--- src/rtl/cjd_pkg.sv ---
`timescale 1ns / 1ps
`default_nettype none
// ----------------------------------------------------------------------------
// cjd_pkg
// Types, constants and the month table shared by the date converter stages.
// ----------------------------------------------------------------------------
package cjd_pkg;

    localparam int YEAR_W = 18;
    localparam int TOD_W  = 17;   // seconds in a day, up to 86399
    localparam int DAYS_W = 28;
    localparam int JD_W   = 43;

    // ceil(2^24 / 100): exact quotient by 100 for any 17-bit year
    localparam logic [17:0] RECIP_100 = 18'd167773;
    localparam int          RECIP_SH  = 24;

    localparam logic signed [YEAR_W-1:0] YEAR_MAX   = 18'sd100000;
    localparam logic signed [YEAR_W-1:0] YEAR_MIN   = -18'sd100000;
    localparam logic signed [YEAR_W-1:0] GREG_YEAR  = 18'sd1582;
    localparam logic [3:0]               GREG_MONTH = 4'd10;
    localparam logic [4:0]               GREG_DAY   = 5'd15;

    localparam logic [37:0] HALF_DAY_S  = 38'd148694097600;
    localparam logic [17:0] SEC_PER_DAY = 18'd86400;

    // Stage 1 word: adjusted date plus time of day in seconds
    typedef struct packed {
        logic                     ok;
        logic                     greg;
        logic signed [YEAR_W-1:0] y;
        logic [3:0]               m;
        logic [4:0]               d;
        logic [TOD_W-1:0]         tod;
    } t_adj;

    // Stage 3 word: day number and time of day
    typedef struct packed {
        logic                     ok;
        logic signed [DAYS_W-1:0] days;
        logic [TOD_W-1:0]         tod;
    } t_day;

    // floor(30.6001 * (m + 1)) for adjusted months 3 to 14
    function automatic logic [8:0] month_days(input logic [3:0] m);
        logic [8:0] r;
        unique case (m)
            4'd3:    r = 9'd122;
            4'd4:    r = 9'd153;
            4'd5:    r = 9'd183;
            4'd6:    r = 9'd214;
            4'd7:    r = 9'd244;
            4'd8:    r = 9'd275;
            4'd9:    r = 9'd306;
            4'd10:   r = 9'd336;
            4'd11:   r = 9'd367;
            4'd12:   r = 9'd397;
            4'd13:   r = 9'd428;
            4'd14:   r = 9'd459;
            default: r = 9'd0;
        endcase
        return r;
    endfunction

endpackage
`default_nettype wire

--- src/rtl/cjd_front.sv ---
`timescale 1ns / 1ps
`default_nettype none
// ----------------------------------------------------------------------------
// cjd_front
// Stage 1: bounds check, Jan/Feb shift to the year before, Gregorian test
// and time of day in seconds.
// ----------------------------------------------------------------------------
module cjd_front
    import cjd_pkg::*;
(
    input  wire logic                     i_clk,
    input  wire logic                     i_rst_n,
    input  wire logic                     i_en,
    input  wire logic                     i_valid,
    input  wire logic signed [YEAR_W-1:0] i_year,
    input  wire logic [3:0]               i_month,
    input  wire logic [4:0]               i_day,
    input  wire logic [4:0]               i_hour,
    input  wire logic [5:0]               i_minute,
    input  wire logic [5:0]               i_second,
    output logic                          o_valid,
    output t_adj                          o_adj
);

    logic r_v;
    t_adj r_adj;
    t_adj n_adj;
    logic early;

    always_comb begin
        early        = (i_month <= 4'd2);
        n_adj.y      = early ? i_year - 18'sd1 : i_year;
        n_adj.m      = early ? i_month + 4'd12 : i_month;
        n_adj.d      = i_day;
        n_adj.ok     = (i_year <= YEAR_MAX) && (i_year >= YEAR_MIN) &&
                       (i_month >= 4'd1) && (i_month <= 4'd12) &&
                       (i_day >= 5'd1) && (i_hour <= 5'd23) &&
                       (i_minute <= 6'd59) && (i_second <= 6'd59);
        n_adj.greg   = (n_adj.y > GREG_YEAR) ||
                       ((n_adj.y == GREG_YEAR) &&
                        ((n_adj.m > GREG_MONTH) ||
                         ((n_adj.m == GREG_MONTH) && (i_day >= GREG_DAY))));
        n_adj.tod    = TOD_W'(i_hour) * 17'd3600 + TOD_W'(i_minute) * 17'd60 +
                       TOD_W'(i_second);
    end

    always_ff @(posedge i_clk) begin
        if (!i_rst_n) begin
            r_v <= 1'b0;
        end else if (i_en) begin
            r_v <= i_valid;
        end
        if (i_en) begin
            r_adj <= n_adj;
        end
    end

    assign o_valid = r_v;
    assign o_adj   = r_adj;

endmodule
`default_nettype wire

--- src/rtl/cjd_days.sv ---
`timescale 1ns / 1ps
`default_nettype none
// ----------------------------------------------------------------------------
// cjd_days
// Stages 2 and 3: century terms by reciprocal multiply, year and month day
// counts, then the day number.
// ----------------------------------------------------------------------------
module cjd_days
    import cjd_pkg::*;
(
    input  wire logic i_clk,
    input  wire logic i_rst_n,
    input  wire logic i_en,
    input  wire logic i_valid,
    input  wire t_adj i_adj,
    output logic      o_valid,
    output t_day      o_day
);

    // stage 2
    logic                 r_v2;
    logic                 r_ok2;
    logic                 r_greg2;
    logic [34:0]          r_p100;
    logic signed [28:0]   r_y1461;
    logic [8:0]           r_mdays;
    logic [4:0]           r_d2;
    logic [TOD_W-1:0]     r_tod2;

    // stage 3
    logic r_v3;
    t_day r_day;

    logic signed [28:0]       y_ext;
    logic [10:0]              q100;
    logic [8:0]               q400;
    logic signed [11:0]       b;
    logic signed [DAYS_W-1:0] n_days;

    // year is only positive and below 2^17 where the correction is used
    always_comb begin
        y_ext  = 29'(i_adj.y);
        q100   = r_p100[34:RECIP_SH];
        q400   = q100[10:2];
        b      = r_greg2 ? $signed(12'(q400) - 12'(q100)) : -12'sd2;
        n_days = DAYS_W'(r_y1461 >>> 2) + DAYS_W'(b) +
                 $signed({19'b0, r_mdays}) + $signed({23'b0, r_d2});
    end

    always_ff @(posedge i_clk) begin
        if (!i_rst_n) begin
            r_v2 <= 1'b0;
            r_v3 <= 1'b0;
        end else if (i_en) begin
            r_v2 <= i_valid;
            r_v3 <= r_v2;
        end
        if (i_en) begin
            r_ok2     <= i_adj.ok;
            r_greg2   <= i_adj.greg;
            r_p100    <= 35'(i_adj.y[16:0]) * 35'(RECIP_100);
            r_y1461   <= y_ext * 29'sd1461;
            r_mdays   <= month_days(i_adj.m);
            r_d2      <= i_adj.d;
            r_tod2    <= i_adj.tod;
            r_day.ok   <= r_ok2;
            r_day.days <= n_days;
            r_day.tod  <= r_tod2;
        end
    end

    assign o_valid = r_v3;
    assign o_day   = r_day;

endmodule
`default_nettype wire

--- src/rtl/cjd_scale.sv ---
`timescale 1ns / 1ps
`default_nettype none
// ----------------------------------------------------------------------------
// cjd_scale
// Stages 4 and 5: days to seconds, add offset and time of day, output
// register. Out of bounds dates leave as zero.
// ----------------------------------------------------------------------------
module cjd_scale
    import cjd_pkg::*;
(
    input  wire logic              i_clk,
    input  wire logic              i_rst_n,
    input  wire logic              i_en,
    input  wire logic              i_valid,
    input  wire t_day              i_day,
    output logic                   o_valid,
    output logic                   o_valid_res,
    output logic signed [JD_W-1:0] o_jd_seconds
);

    logic                   r_v4;
    logic                   r_ok4;
    logic signed [44:0]     r_prod;
    logic [37:0]            r_tofs;

    logic                   r_v5;
    logic                   r_ok5;
    logic signed [JD_W-1:0] r_jd;

    logic signed [44:0] days_ext;
    logic [44:0]        sum;

    always_comb begin
        days_ext = 45'(i_day.days);
        sum      = r_prod + 45'(r_tofs);
    end

    always_ff @(posedge i_clk) begin
        if (!i_rst_n) begin
            r_v4 <= 1'b0;
            r_v5 <= 1'b0;
        end else if (i_en) begin
            r_v4 <= i_valid;
            r_v5 <= r_v4;
        end
        if (i_en) begin
            r_ok4  <= i_day.ok;
            r_prod <= days_ext * $signed(45'(SEC_PER_DAY));
            r_tofs <= HALF_DAY_S + 38'(i_day.tod);
            r_ok5  <= r_ok4;
            r_jd   <= r_ok4 ? $signed(sum[JD_W-1:0]) : '0;
        end
    end

    assign o_valid      = r_v5;
    assign o_valid_res  = r_ok5;
    assign o_jd_seconds = r_jd;

endmodule
`default_nettype wire

--- src/rtl/calendar_to_julian_date_core.sv ---
`timescale 1ns / 1ps
`default_nettype none
// ----------------------------------------------------------------------------
// calendar_to_julian_date_core
// Calendar date and time of day to Julian date in seconds, five stages.
// ----------------------------------------------------------------------------
//  channel  dir  handshake          word
//  in       in   i_valid / o_stall  year, month, day, hour, minute, second
//  out      out  o_valid / i_stall  valid_res, jd_seconds
//
//  One word per cycle while the output word is not stalled; o_valid rises
//  once the word has passed through every stage below.
//  Stages: checks and Jan/Feb shift, century and year multiplies, day sum,
//  days by 86400 multiply, final add into the output register.
//  The whole pipe holds while the output word is stalled; o_stall follows.
//  Synchronous active-low reset clears the stage valid bits only.
// ----------------------------------------------------------------------------
module calendar_to_julian_date_core
    import cjd_pkg::*;
(
    input  wire logic                     i_clk,
    input  wire logic                     i_rst_n,
    input  wire logic                     i_valid,
    output logic                          o_stall,
    input  wire logic signed [YEAR_W-1:0] i_year,
    input  wire logic [3:0]               i_month,
    input  wire logic [4:0]               i_day,
    input  wire logic [4:0]               i_hour,
    input  wire logic [5:0]               i_minute,
    input  wire logic [5:0]               i_second,
    output logic                          o_valid,
    input  wire logic                     i_stall,
    output logic                          o_valid_res,
    output logic signed [JD_W-1:0]        o_jd_seconds
);

    logic en;
    logic v1;
    logic v3;
    t_adj adj;
    t_day day;

    assign en      = !(o_valid && i_stall);
    assign o_stall = !en;

    cjd_front u_front (
        .i_clk    (i_clk),
        .i_rst_n  (i_rst_n),
        .i_en     (en),
        .i_valid  (i_valid),
        .i_year   (i_year),
        .i_month  (i_month),
        .i_day    (i_day),
        .i_hour   (i_hour),
        .i_minute (i_minute),
        .i_second (i_second),
        .o_valid  (v1),
        .o_adj    (adj)
    );

    cjd_days u_days (
        .i_clk   (i_clk),
        .i_rst_n (i_rst_n),
        .i_en    (en),
        .i_valid (v1),
        .i_adj   (adj),
        .o_valid (v3),
        .o_day   (day)
    );

    cjd_scale u_scale (
        .i_clk        (i_clk),
        .i_rst_n      (i_rst_n),
        .i_en         (en),
        .i_valid      (v3),
        .i_day        (day),
        .o_valid      (o_valid),
        .o_valid_res  (o_valid_res),
        .o_jd_seconds (o_jd_seconds)
    );

    a_reset_clears: assert property (@(posedge i_clk)
        !i_rst_n |=> !o_valid)
        else $error("output valid after reset");

    a_bad_is_zero: assert property (@(posedge i_clk) disable iff (!i_rst_n)
        (o_valid && !o_valid_res) |-> (o_jd_seconds == '0))
        else $error("invalid date with nonzero result");

    a_hold_pipe: assert property (@(posedge i_clk) disable iff (!i_rst_n)
        (o_valid && i_stall) |=> o_valid)
        else $error("stalled output word lost");

endmodule
`default_nettype wire
--- config.mk ---
export PLATFORM = sky130hd
export DESIGN_NAME = calendar_to_julian_date_core
export DESIGN_NICKNAME = d
export VERILOG_FILES = /design/src/rtl/cjd_pkg.sv /design/src/rtl/cjd_front.sv /design/src/rtl/cjd_days.sv /design/src/rtl/cjd_scale.sv /design/src/rtl/calendar_to_julian_date_core.sv
export SDC_FILE = /design/constraint.sdc
export NUM_CORES = 1
export LEC_CHECK = 0
export BUFFER_PORTS_ARGS = -buffer_cell sky130_fd_sc_hd__buf_2
export CAP_MARGIN = 20
export CORE_UTILIZATION = 50
export CTS_CLUSTER_DIAMETER = 100
export DETAILED_ROUTE_END_ITERATION = 6
export PLACE_DENSITY = 0.66
export SLEW_MARGIN = 20
export SYNTH_ARGS = -nofsm -noshare
export SYNTH_HDL_FRONTEND = slang
export SYNTH_SLANG_ARGS = --single-unit
--- constraint.sdc ---
create_clock -name i_clk -period 15.6 [get_ports i_clk]
set_input_delay 1.56 -clock i_clk [delete_from_list [all_inputs] [get_ports i_clk]]
set_output_delay 1.56 -clock i_clk [all_outputs]
set_load 0.01 [all_outputs]
==> results of run 1 <==
[per-stage QoR]
| stage | hold WS, ns | std cells | instance area (um^2) | worst slack [ns] |
|---|---|---|---|---|
| floorplan | 0.4003 | 2600 | 28370 | 5.739 |
| global placement | 0.4003 | 3428 | 29720 | 9.208 |
| detailed placement | 0.4045 | 3428 | 29720 | 9.153 |
| CTS | 0.4052 | 3484 | 30750 | 9.147 |
| global route | 0.4145 | 3484 | 30750 | 8.854 |
| finish | 0.4107 | 3484 | 30750 | 9.174 |
[worst max-delay path, stage by stage, from the launching register on]
cell and delay [ns]:
edfxtp_1 0.62, fa_1 0.71, fa_1 0.49, fa_1 0.53
fa_1 0.52, fa_1 0.56, inv_1 0.06, fa_1 0.53
inv_1 0.05, ha_1 0.27, nand4_1 0.14, or4_1 0.53
a21o_1 0.16, o31ai_1 0.15, a211oi_2 0.18, a311oi_2 0.29
a21o_1 0.19, a21oi_1 0.09, xnor2_1 0.12
[logic make-up after synthesis]
| family | after synthesis | share of synthesized area |
|---|---|---|
| adders and majority gates | 796 | 0.4294 |
| muxes | 5 | 0.002205 |
| buffers and inverters | 637 | 0.08524 |
| AOI/OAI and AO/OA | 365 | 0.08917 |
| DFF | 268 | 0.2819 |
| and+or+nand+nor | 373 | 0.06399 |
| xor gates and xnor gates | 156 | 0.04816 |
[metal layers]
layer / vias up / track usage / share of wire
li1: 8861 / - / -
met1: 8752 / 0.2790 / 0.44
met2: 249 / 0.3994 / 0.51
met3: 79 / 0.02262 / 0.028
met4: 2 / 0.04825 / 0.022
met5: - / 0 / 0.00015
[sequential cells by signal, summed over array words and instances (netlist names), 5 cells and up]
signal	flops
u_front.o_adj	46
u_scale.r_prod	36
u_days.r_y1461	27
u_days.r_mdays	9
u_days.o_day	46
u_days.r_d2	5
u_scale.r_tofs	19
u_days.r_tod2	17
u_scale.o_jd_seconds	43
u_days.r_p100	11
[Yosys cell counts (all sizes together), types with 25 or more instances]
| library cell | instances | area, um^2 |
|---|---|---|
| xor2 | 54 | 473.0 |
| edfxtp | 263 | 7898 |
| xnor2 | 102 | 893.4 |
| nor2 | 118 | 450.4 |
| inv | 620 | 2327 |
| nand2 | 83 | 311.6 |
| ha | 500 | 6256 |
| o21a | 25 | 187.7 |
| fa | 296 | 5926 |
| a21oi | 97 | 511.7 |
| nor3 | 30 | 150.1 |
| nand3 | 27 | 135.1 |
| o21ai | 60 | 304.0 |
| a21o | 50 | 375.4 |
[cell type report]
cell class,count,area [um^2],area share
Clock inverter,18,232.7,0.007567
Sequential cell,268,7998,0.2600
Clock buffer,38,802.0,0.02608
Tap cell,748,935.9,0.03043
Inverter,620,2327,0.07567
Timing Repair Buffer,97,495.5,0.01611
Multi-Input combinational cell,1695,17960,0.5841
[final timing paths]
| kind | from | to | slack (ns) |
|---|---|---|---|
| worst max-delay path | u_front.o_adj[41] | u_days.r_p100[34] | 9.17 |
| worst min-delay path | u_days.o_day[45] | u_scale.r_ok4 | 0.41 |
| worst max register to register | u_front.o_adj[41] | u_days.r_p100[34] | 9.17 |
| worst min register to register | u_days.o_day[45] | u_scale.r_ok4 | 0.41 |
==> summary.txt, run 1 <==
Synth
  • Synth cell types: 82
  • Syn_nets: 3,444
  • EDFF count, synth: 263
  • Sequential fraction of the synthesis area: 0.2819
  • Fraction of registers with async set/reset: 0
  • Synth Warn #: 0
  • Prevailing post-synth register cell: edfxtp_1
  • Synthesized cell area: 28,370 um^2
  • FF+latch count, synth: 268
  • Mean Syn Cell Area: 10.91 um^2
  • Synthesized instance count: 2,600

Global routing
  • Vias in the first global route: 19,100
  • Antenna violations before repair: 1
  • Largest net degree at the start of global routing: 81
  • Total track usage: 0.2192
  • First-pass GRT wire length: 98,390 um
  • Total gr overflow: 0

Timing
  • Fmax: 0.1556 GHz
  • Final worst path period need: 6.426 ns
  • Setup TNS: 0 ns
  • Final hold viol count: 0
  • Skew final: 0.01883 ns
  • Measured slew at the worst slew-check pin: 1.023 ns
  • RSZ-0062 raised after global routing: false
  • Relative slew slack: 0.3181
  • Crit share post-route: 0.4119
  • Pins over their slew limit: 0
  • Setup Viol. Count Final: 0

Route
  • Antenna Violating Nets Remaining: 0
  • Final WL: 60,350 um
  • Starting DRT DRC Count: 733
  • Vias per cell: 5.150
  • TritonRoute pass-1 iters: 5
  • Drt drc: 0
  • WL/cell: 17.32 um
  • Via count: 17,940

Clock tree
  • Clock transition at path regs: 0.06 ns
  • Max Root-Sink Buffers: 3
  • CTS tree: built
  • Hold-fix buffers at CTS: 0
  • Clock net sink count: 268
  • Root Buffer: clkbuf_16
  • PostCTS Resize Cnt: 0
  • Htree depth: 1
  • Post-CTS Setup Inserts: 0
  • Inserted Clock Buffers: 31
  • Clock latency on the worst-skew pair: 0.59 ns

Worst setup path
  • Kind of critical path: reg -> reg
  • R2R depth: 18
  • Critical path fanouts, max: 12
  • Crit path required time: 15.93 ns
  • CP Capture Type: register
  • Critical Path Source Type: register
  • Arr. time, crit path: 6.76 ns

Layout
  • Fillers: 4,813
  • Commonest non-fill, non-tap cell in the layout: inv_1
  • P&R area growth vs syn: 8.397%
  • NumNets Final: 3,557
  • Share of layout cells above drive strength 1: 0.06506
  • Commonest non-fill, non-tap cells in the layout: 620 x inv_1, 500 x ha_1, 296 x fa_1
  • Final Util: 0.5528
  • Antenna cells: 0

Placed design
  • Port Buffer Count: 93
  • Dpl hpwl: 52,330 um
  • GP Congestion: 0.9147

Status
  • Status: complete, no violations

Floorplan
  • IO Count: 94
  • Die X: 240.2 um
  • Core area: 55,630 um^2
  • Initial Util: 0.5100
  • Die area: 57,700 um^2
  • Row count: 86
  • Die Ht: 240.2 um

Worst hold path
  • Cell depth of the worst min-delay path: 0
  • Tightest Hold Check Type: reg -> reg

Run
  • MaxCap Viol Count: 0
Power of run 1 is not shown: default switching activity piles up to over one toggle a cycle in this logic, so the estimate is an artifact.
==> inputs of run 2 (changes only) <==
--- a/config.mk
+++ b/config.mk
@@ -10,7 +10,7 @@
 export CORE_UTILIZATION = 50
 export CTS_CLUSTER_DIAMETER = 100
 export DETAILED_ROUTE_END_ITERATION = 6
-export PLACE_DENSITY = 0.66
+export PLACE_DENSITY = 0.69
 export SLEW_MARGIN = 20
 export SYNTH_ARGS = -nofsm -noshare
 export SYNTH_HDL_FRONTEND = slang
==> constraint.sdc (replaced) <==
create_clock -name i_clk -period 5.6 [get_ports i_clk]
set_input_delay 0.56 -clock i_clk [delete_from_list [all_inputs] [get_ports i_clk]]
set_output_delay 0.56 -clock i_clk [all_outputs]
set_load 0.01 [all_outputs]
==> run 2 against run 1 <==
Compared with the run above:
- the flow now finishes with violations (setup timing)
- setup slack got worse by 9.5 ns
- worst hold slack worse by 0.28 ns
- core utilization is 2.3 points higher
- highest routed layer is now met4
==> summary.txt, run 2 (synthesis results as in run 1) <==
Floorplan
  • Die area: 57,700 um^2 (unchanged)
  • Die X: 240.2 um (unchanged)
  • IO Count: 94 (unchanged)
  • Core area: 55,630 um^2 (unchanged)
  • Die Ht: 240.2 um (unchanged)
  • Initial Util: 0.5100 (unchanged)
  • Row count: 86 (unchanged)

Route
  • Final WL: 58,180 um (-3.6%)
  • Starting DRT DRC Count: 795 (+8.5%)
  • Vias per cell: 5.103 (-0.92%)
  • Uppermost layer routed: met4
  • Drt drc: 0 (unchanged)
  • WL/cell: 16.13 um (-6.9%)
  • Met1 WL: 25,250 um (-5.5%)
  • Antenna Violating Nets Remaining: 0 (unchanged)
  • Routed met3 length: 1441 um (-14%)
  • Via count: 18,410 (+2.6%)
  • TritonRoute pass-1 iters: 7 (+2)
  • Met2 WL post-DR: 29,950 um (-2.1%)

Global routing
  • Total gr overflow: 0 (unchanged)
  • First-pass GRT wire length: 96,090 um (-2.3%)
  • Total track usage: 0.2103 (-0.008864)
  • Largest net degree at the start of global routing: 140 (+73%)
  • Antenna violations before repair: 0 (-1)
  • Vias in the first global route: 19,390 (+1.5%)

Timing
  • Skew final: 0.02200 ns (+0.003167 ns)
  • Pins over their slew limit: 0 (unchanged)
  • Fmax: 0.1678 GHz (+7.8%)
  • Final worst path period need: 5.960 ns (-0.4663 ns)
  • Setup Viol. Count Final: 8 (+8)
  • RSZ-0062 raised after global routing: true
  • Final hold viol count: 0 (unchanged)
  • Setup TNS: -1.972 ns (-1.972 ns)
  • Worst setup margin: -0.3600 ns (-9.534 ns)
  • Relative slew slack: 0.3782 (+0.06007)
  • Measured slew at the worst slew-check pin: 0.9327 ns (-0.09011 ns)
  • Crit share post-route: 1.064 (+0.6523)

Layout
  • Antenna cells: 0 (unchanged)
  • P&R area growth vs syn: 12.91%
  • Fillers: 4,675 (-2.9%)
  • Multi-input gate area: 18,310 um^2 (+1.9%)
  • Share of layout cells above drive strength 1: 0.1280 (+0.06291)
  • NumNets Final: 3,681 (+3.5%)
  • Commonest non-fill, non-tap cell in the layout: inv_1
  • Commonest non-fill, non-tap cells in the layout: 607 x inv_1, 481 x ha_1, 287 x fa_1
  • Register area: 7998 um^2 (unchanged)

Clock tree
  • Root Buffer: clkbuf_16
  • Hold-fix buffers at CTS: 0 (unchanged)
  • CTS tree: built
  • Clock net sink count: 268 (unchanged)
  • Clock latency on the worst-skew pair: 0.60 ns (about the same)
  • Inserted Clock Buffers: 30 (-3.2%)
  • Max Root-Sink Buffers: 3 (unchanged)
  • Htree depth: 1 (unchanged)
  • Clock transition at path regs: 0.06 ns (about the same)

Worst setup path
  • R2R depth: 19 (+1)
  • Reg2reg start: u_front.o_adj[40]
  • Crit path required time: 5.93 ns (-10.00 ns)
  • Arr. time, crit path: 6.29 ns (-0.47 ns)
  • RR Endpoint: u_days.r_p100[34]
  • Critical path fanouts, max: 4 (-8)
  • Kind of critical path: reg -> reg
  • CP Capture Type: register
  • FF-to-FF setup slack: -0.36 ns (-9.53 ns)
  • Critical Path Source Type: register

Worst hold path
  • Cell depth of the worst min-delay path: 1 (+1)
  • Tightest Hold Check Type: in -> reg
  • Hold endpoint: u_front.o_adj[0]
  • Hold wc startpoint: i_second[0]

Placed design
  • Port Buffer Count: 93 (unchanged)
  • Dpl hpwl: 49,610 um (-5.2%)
  • Worst slack, placed: -0.4645 ns (-9.618 ns)
  • GP Congestion: 0.9290 (+1.6%)

Status
  • Failing checks: setup timing
  • Status: complete, but fails checks

Run
  • MaxCap Viol Count: 0 (unchanged)
run 2: changes by cell type in the layout (fill, tap and decap cells not counted), sizes merged:
cell      delta
clkbuf       -3
buf        +125
clkinvlp     +1
clkinv       +5
bufinv       -2
inv          -2
run 2: final cells by class:
cell class	count	area share
Multi-Input combinational cell	1695	0.5716
Inverter	620	0.07264
Clock inverter	20	0.006679
Sequential cell	268	0.2496
Tap cell	748	0.02921
Clock buffer	35	0.02402
Timing Repair Buffer	222	0.04620
run 2: worst max path at each step:
stage / slack [ns] / start / cells past startpoint / endpoint
floorplan: -0.26 / u_front.o_adj[41] / 18 / u_days.r_p100[34]
global placement: -0.33 / u_front.o_adj[32] / 19 / u_days.r_p100[34]
detailed placement: -0.46 / u_front.o_adj[40] / 19 / u_days.r_p100[34]
CTS: -0.32 / u_front.o_adj[29] / 22 / u_days.r_p100[34]
global route: -0.59 / u_front.o_adj[31] / 20 / u_days.r_p100[34]
finish: -0.36 / u_front.o_adj[40] / 19 / u_days.r_p100[34]
run 2: what timing repair did:
action	in CTS	in global routing
resized for setup	13	56
pin swaps	17	60
buffers inserted	7	20
setup endpoints to repair	8	20
run 2: layer usage:
metal / vias to the layer above / track usage
met4: 0 / 0.05675
met2: 246 / 0.3917
li1: 9112 / -
met3: 84 / 0.02090
met1: 8968 / 0.2570
met5: - / 0
run 2: through the flow:
stage                     cells  utilization  instance area [um^2]  hold slack, ns
after floorplan            2600            -                 28430          0.4003
after global placement     3531       0.5495                 30570          0.4002
after detailed placement   3531       0.5495                 30570          0.4045
after CTS                  3591       0.5690                 31650         0.09602
after global routing       3608       0.5759                 32040          0.1067
final                      3608       0.5759                 32040          0.1278
run 2: worst max-delay path: stages (launching register included):
cell and delay, ns:
edfxtp_1 0.42, buf_4 0.17, fa_2 0.59, fa_2 0.46, fa_2 0.54, fa_1 0.43
fa_1 0.51, inv_1 0.05, fa_1 0.47, inv_1 0.04, ha_1 0.27, nand4_1 0.09
or4_1 0.52, a21o_1 0.20, o31ai_4 0.07, a211oi_2 0.13, a311oi_2 0.33, a21o_1 0.21
a21oi_2 0.07, xnor2_1 0.12
Power of run 2 is left out for the same reason.
==> inputs of run 3 (changes only) <==
--- a/config.mk
+++ b/config.mk
@@ -7,6 +7,7 @@
 export LEC_CHECK = 0
 export BUFFER_PORTS_ARGS = -buffer_cell sky130_fd_sc_hd__buf_2
 export CAP_MARGIN = 20
+export CORE_ASPECT_RATIO = 0.8
 export CORE_UTILIZATION = 50
 export CTS_CLUSTER_DIAMETER = 100
 export DETAILED_ROUTE_END_ITERATION = 6
==> run 3 against run 2 <==
Compared with the run above:
- the flow still finishes with violations (setup timing)
- routed wire length is 4.3% higher
- critical endpoint unchanged
- setup slack lost 0.035 ns
- maximum frequency shrank 0.58%
- die area barely moved
- core utilization up 0.15 points
- design area grew 0.36%
- critical path type unchanged
==> summary.txt, run 3 (synthesis results as in run 1) <==
Worst setup path
  • Arr. time, crit path: 6.31 ns (+0.02 ns)
  • Critical Path Source Type: register
  • Kind of critical path: reg -> reg
  • Critical path fanouts, max: 3 (-1)
  • Crit path required time: 5.92 ns (about the same)
  • CP Capture Type: register
  • R2R depth: 19 (unchanged)

Timing
  • Measured slew at the worst slew-check pin: 0.9282 ns (-0.004493 ns)
  • Fmax: 0.1668 GHz (-0.58%)
  • Pins over their slew limit: 0 (unchanged)
  • Final hold viol count: 0 (unchanged)
  • Worst setup margin: -0.3948 ns (-0.03485 ns)
  • RSZ-0062 raised after global routing: true
  • Crit share post-route: 1.071 (+0.006223)
  • Relative slew slack: 0.3812 (+0.002995)
  • Setup Viol. Count Final: 11 (+3)
  • Final Hold Slack: 0.1646 ns (+0.03679 ns)
  • Final worst path period need: 5.995 ns (+0.03485 ns)
  • Skew final: 0.01362 ns (-0.008374 ns)

Clock tree
  • Clock latency on the worst-skew pair: 0.57 ns (-0.03 ns)
  • Max Root-Sink Buffers: 3 (unchanged)
  • Clock transition at path regs: 0.07 ns (about the same)
  • Root Buffer: clkbuf_16
  • Hold-fix buffers at CTS: 0 (unchanged)
  • Htree depth: 1 (unchanged)
  • Clock net sink count: 268 (unchanged)
  • CTS tree: built
  • Inserted Clock Buffers: 28 (-6.7%)

Route
  • Routed met3 length: 3382 um (+130%)
  • TritonRoute pass-1 iters: 5 (-2)
  • Met2 WL post-DR: 26,720 um (-11%)
  • Uppermost layer routed: met4
  • Met1 WL: 29,960 um (+19%)
  • WL/cell: 16.71 um (+3.6%)
  • Via count: 18,800 (+2.1%)
  • Drt drc: 0 (unchanged)
  • Starting DRT DRC Count: 1,124 (+41%)
  • Final WL: 60,700 um (+4.3%)
  • Antenna Violating Nets Remaining: 0 (unchanged)
  • Vias per cell: 5.176 (+1.4%)

Layout
  • Share of layout cells above drive strength 1: 0.1360 (+0.008045)
  • NumNets Final: 3,706 (+0.68%)
  • Antenna cells: 0 (unchanged)
  • Commonest non-fill, non-tap cell in the layout: inv_1
  • Commonest non-fill, non-tap cells in the layout: 612 x inv_1, 483 x ha_1, 286 x fa_1
  • Fin area: 32,150 um^2 (+0.36%)
  • P&R area growth vs syn: 13.32%
  • Final Non-Filler Cells: 3,632 (+0.67%)

Global routing
  • Antenna violations before repair: 0 (unchanged)
  • Largest net degree at the start of global routing: 115 (-18%)
  • First-pass GRT wire length: 99,340 um (+3.4%)
  • Total gr overflow: 0 (unchanged)
  • Total track usage: 0.2160 (+0.005640)
  • Vias in the first global route: 19,340 (-0.22%)

Placed design
  • Dpl cells: 3,549 (+0.51%)
  • Post-Place Cell Area: 30,680 um^2 (+0.36%)
  • GP Congestion: 0.9603 (+3.4%)
  • Port Buffer Count: 93 (unchanged)
  • Dpl hpwl: 51,280 um (+3.4%)
  • Worst slack, placed: -0.4927 ns (-0.02819 ns)

Floorplan
  • Row count: 77 (-10%)
  • Core area: 55,690 um^2 (about the same)
  • IO Count: 94 (unchanged)
  • Die Ht: 215.1 um (-10%)
  • Die area: 57,710 um^2 (about the same)
  • Die X: 268.3 um (+12%)
  • Initial Util: 0.5095 (about the same)

Worst hold path
  • Cell depth of the worst min-delay path: 1 (unchanged)
  • Tightest Hold Check Type: in -> reg

Run
  • MaxCap Viol Count: 0 (unchanged)

Status
  • Failing checks: setup timing
  • Status: complete, but fails checks
[run 3: path summary, 6_finish.rpt]
| check | start | endpoint | slack [ns] |
|---|---|---|---|
| max | u_front.o_adj[40] | u_days.r_p100[34] | -0.39 |
| min | i_second[1] | u_front.o_adj[1] | 0.16 |
| max reg2reg | u_front.o_adj[40] | u_days.r_p100[34] | -0.39 |
| min reg2reg | u_front.o_adj[13] | u_days.r_tod2[13] | 0.41 |
[run 3: through the flow]
| stage | utilization | TNS (ns) |
|---|---|---|
| global route | 0.5774 | -4.578 |
| global placement | 0.5509 | -1.791 |
| floorplan | - | -0.4725 |
| CTS | 0.5718 | -1.819 |
| finish | 0.5774 | -2.071 |
| detailed placement | 0.5509 | -2.359 |
[run 3: repair_timing]
item,4_1_cts,5_1_grt
pin swaps,32,40
gates resized for setup,20,44
buffers inserted,18,17
setup endpoints to repair,13,23
[run 3: cell type report]
| class | instances | area, um^2 |
|---|---|---|
| clock inverter | 20 | 182.7 |
| fill | 4735 | 23530 |
| multi-input combinational | 1695 | 18310 |
| clock buffer | 30 | 728.2 |
| timing repair buffer | 249 | 1670 |
| sequential | 268 | 7998 |
| inverter | 620 | 2330 |
| tap | 750 | 938.4 |
[run 3: per-layer routing]
layer | GRT usage | up-vias
li1 | - | 9165
met4 | 0.02552 | 0
met3 | 0.03839 | 44
met5 | 0 | -
met1 | 0.3258 | 9268
met2 | 0.3320 | 324
[run 3: critical path: stages, from the launching register on]
cell and delay (ns):
edfxtp_1 0.42, buf_4 0.17, fa_2 0.59, fa_2 0.46, fa_2 0.56, fa_1 0.43, fa_1 0.50, inv_1 0.05
fa_1 0.48, inv_1 0.04, ha_1 0.27, nand4_1 0.13, or4_1 0.52, a21o_1 0.19, o31ai_4 0.10, a211oi_2 0.17
a311oi_2 0.29, a21o_1 0.21, a21oi_2 0.07, xnor2_1 0.11
Power of run 3 is left out for the same reason.
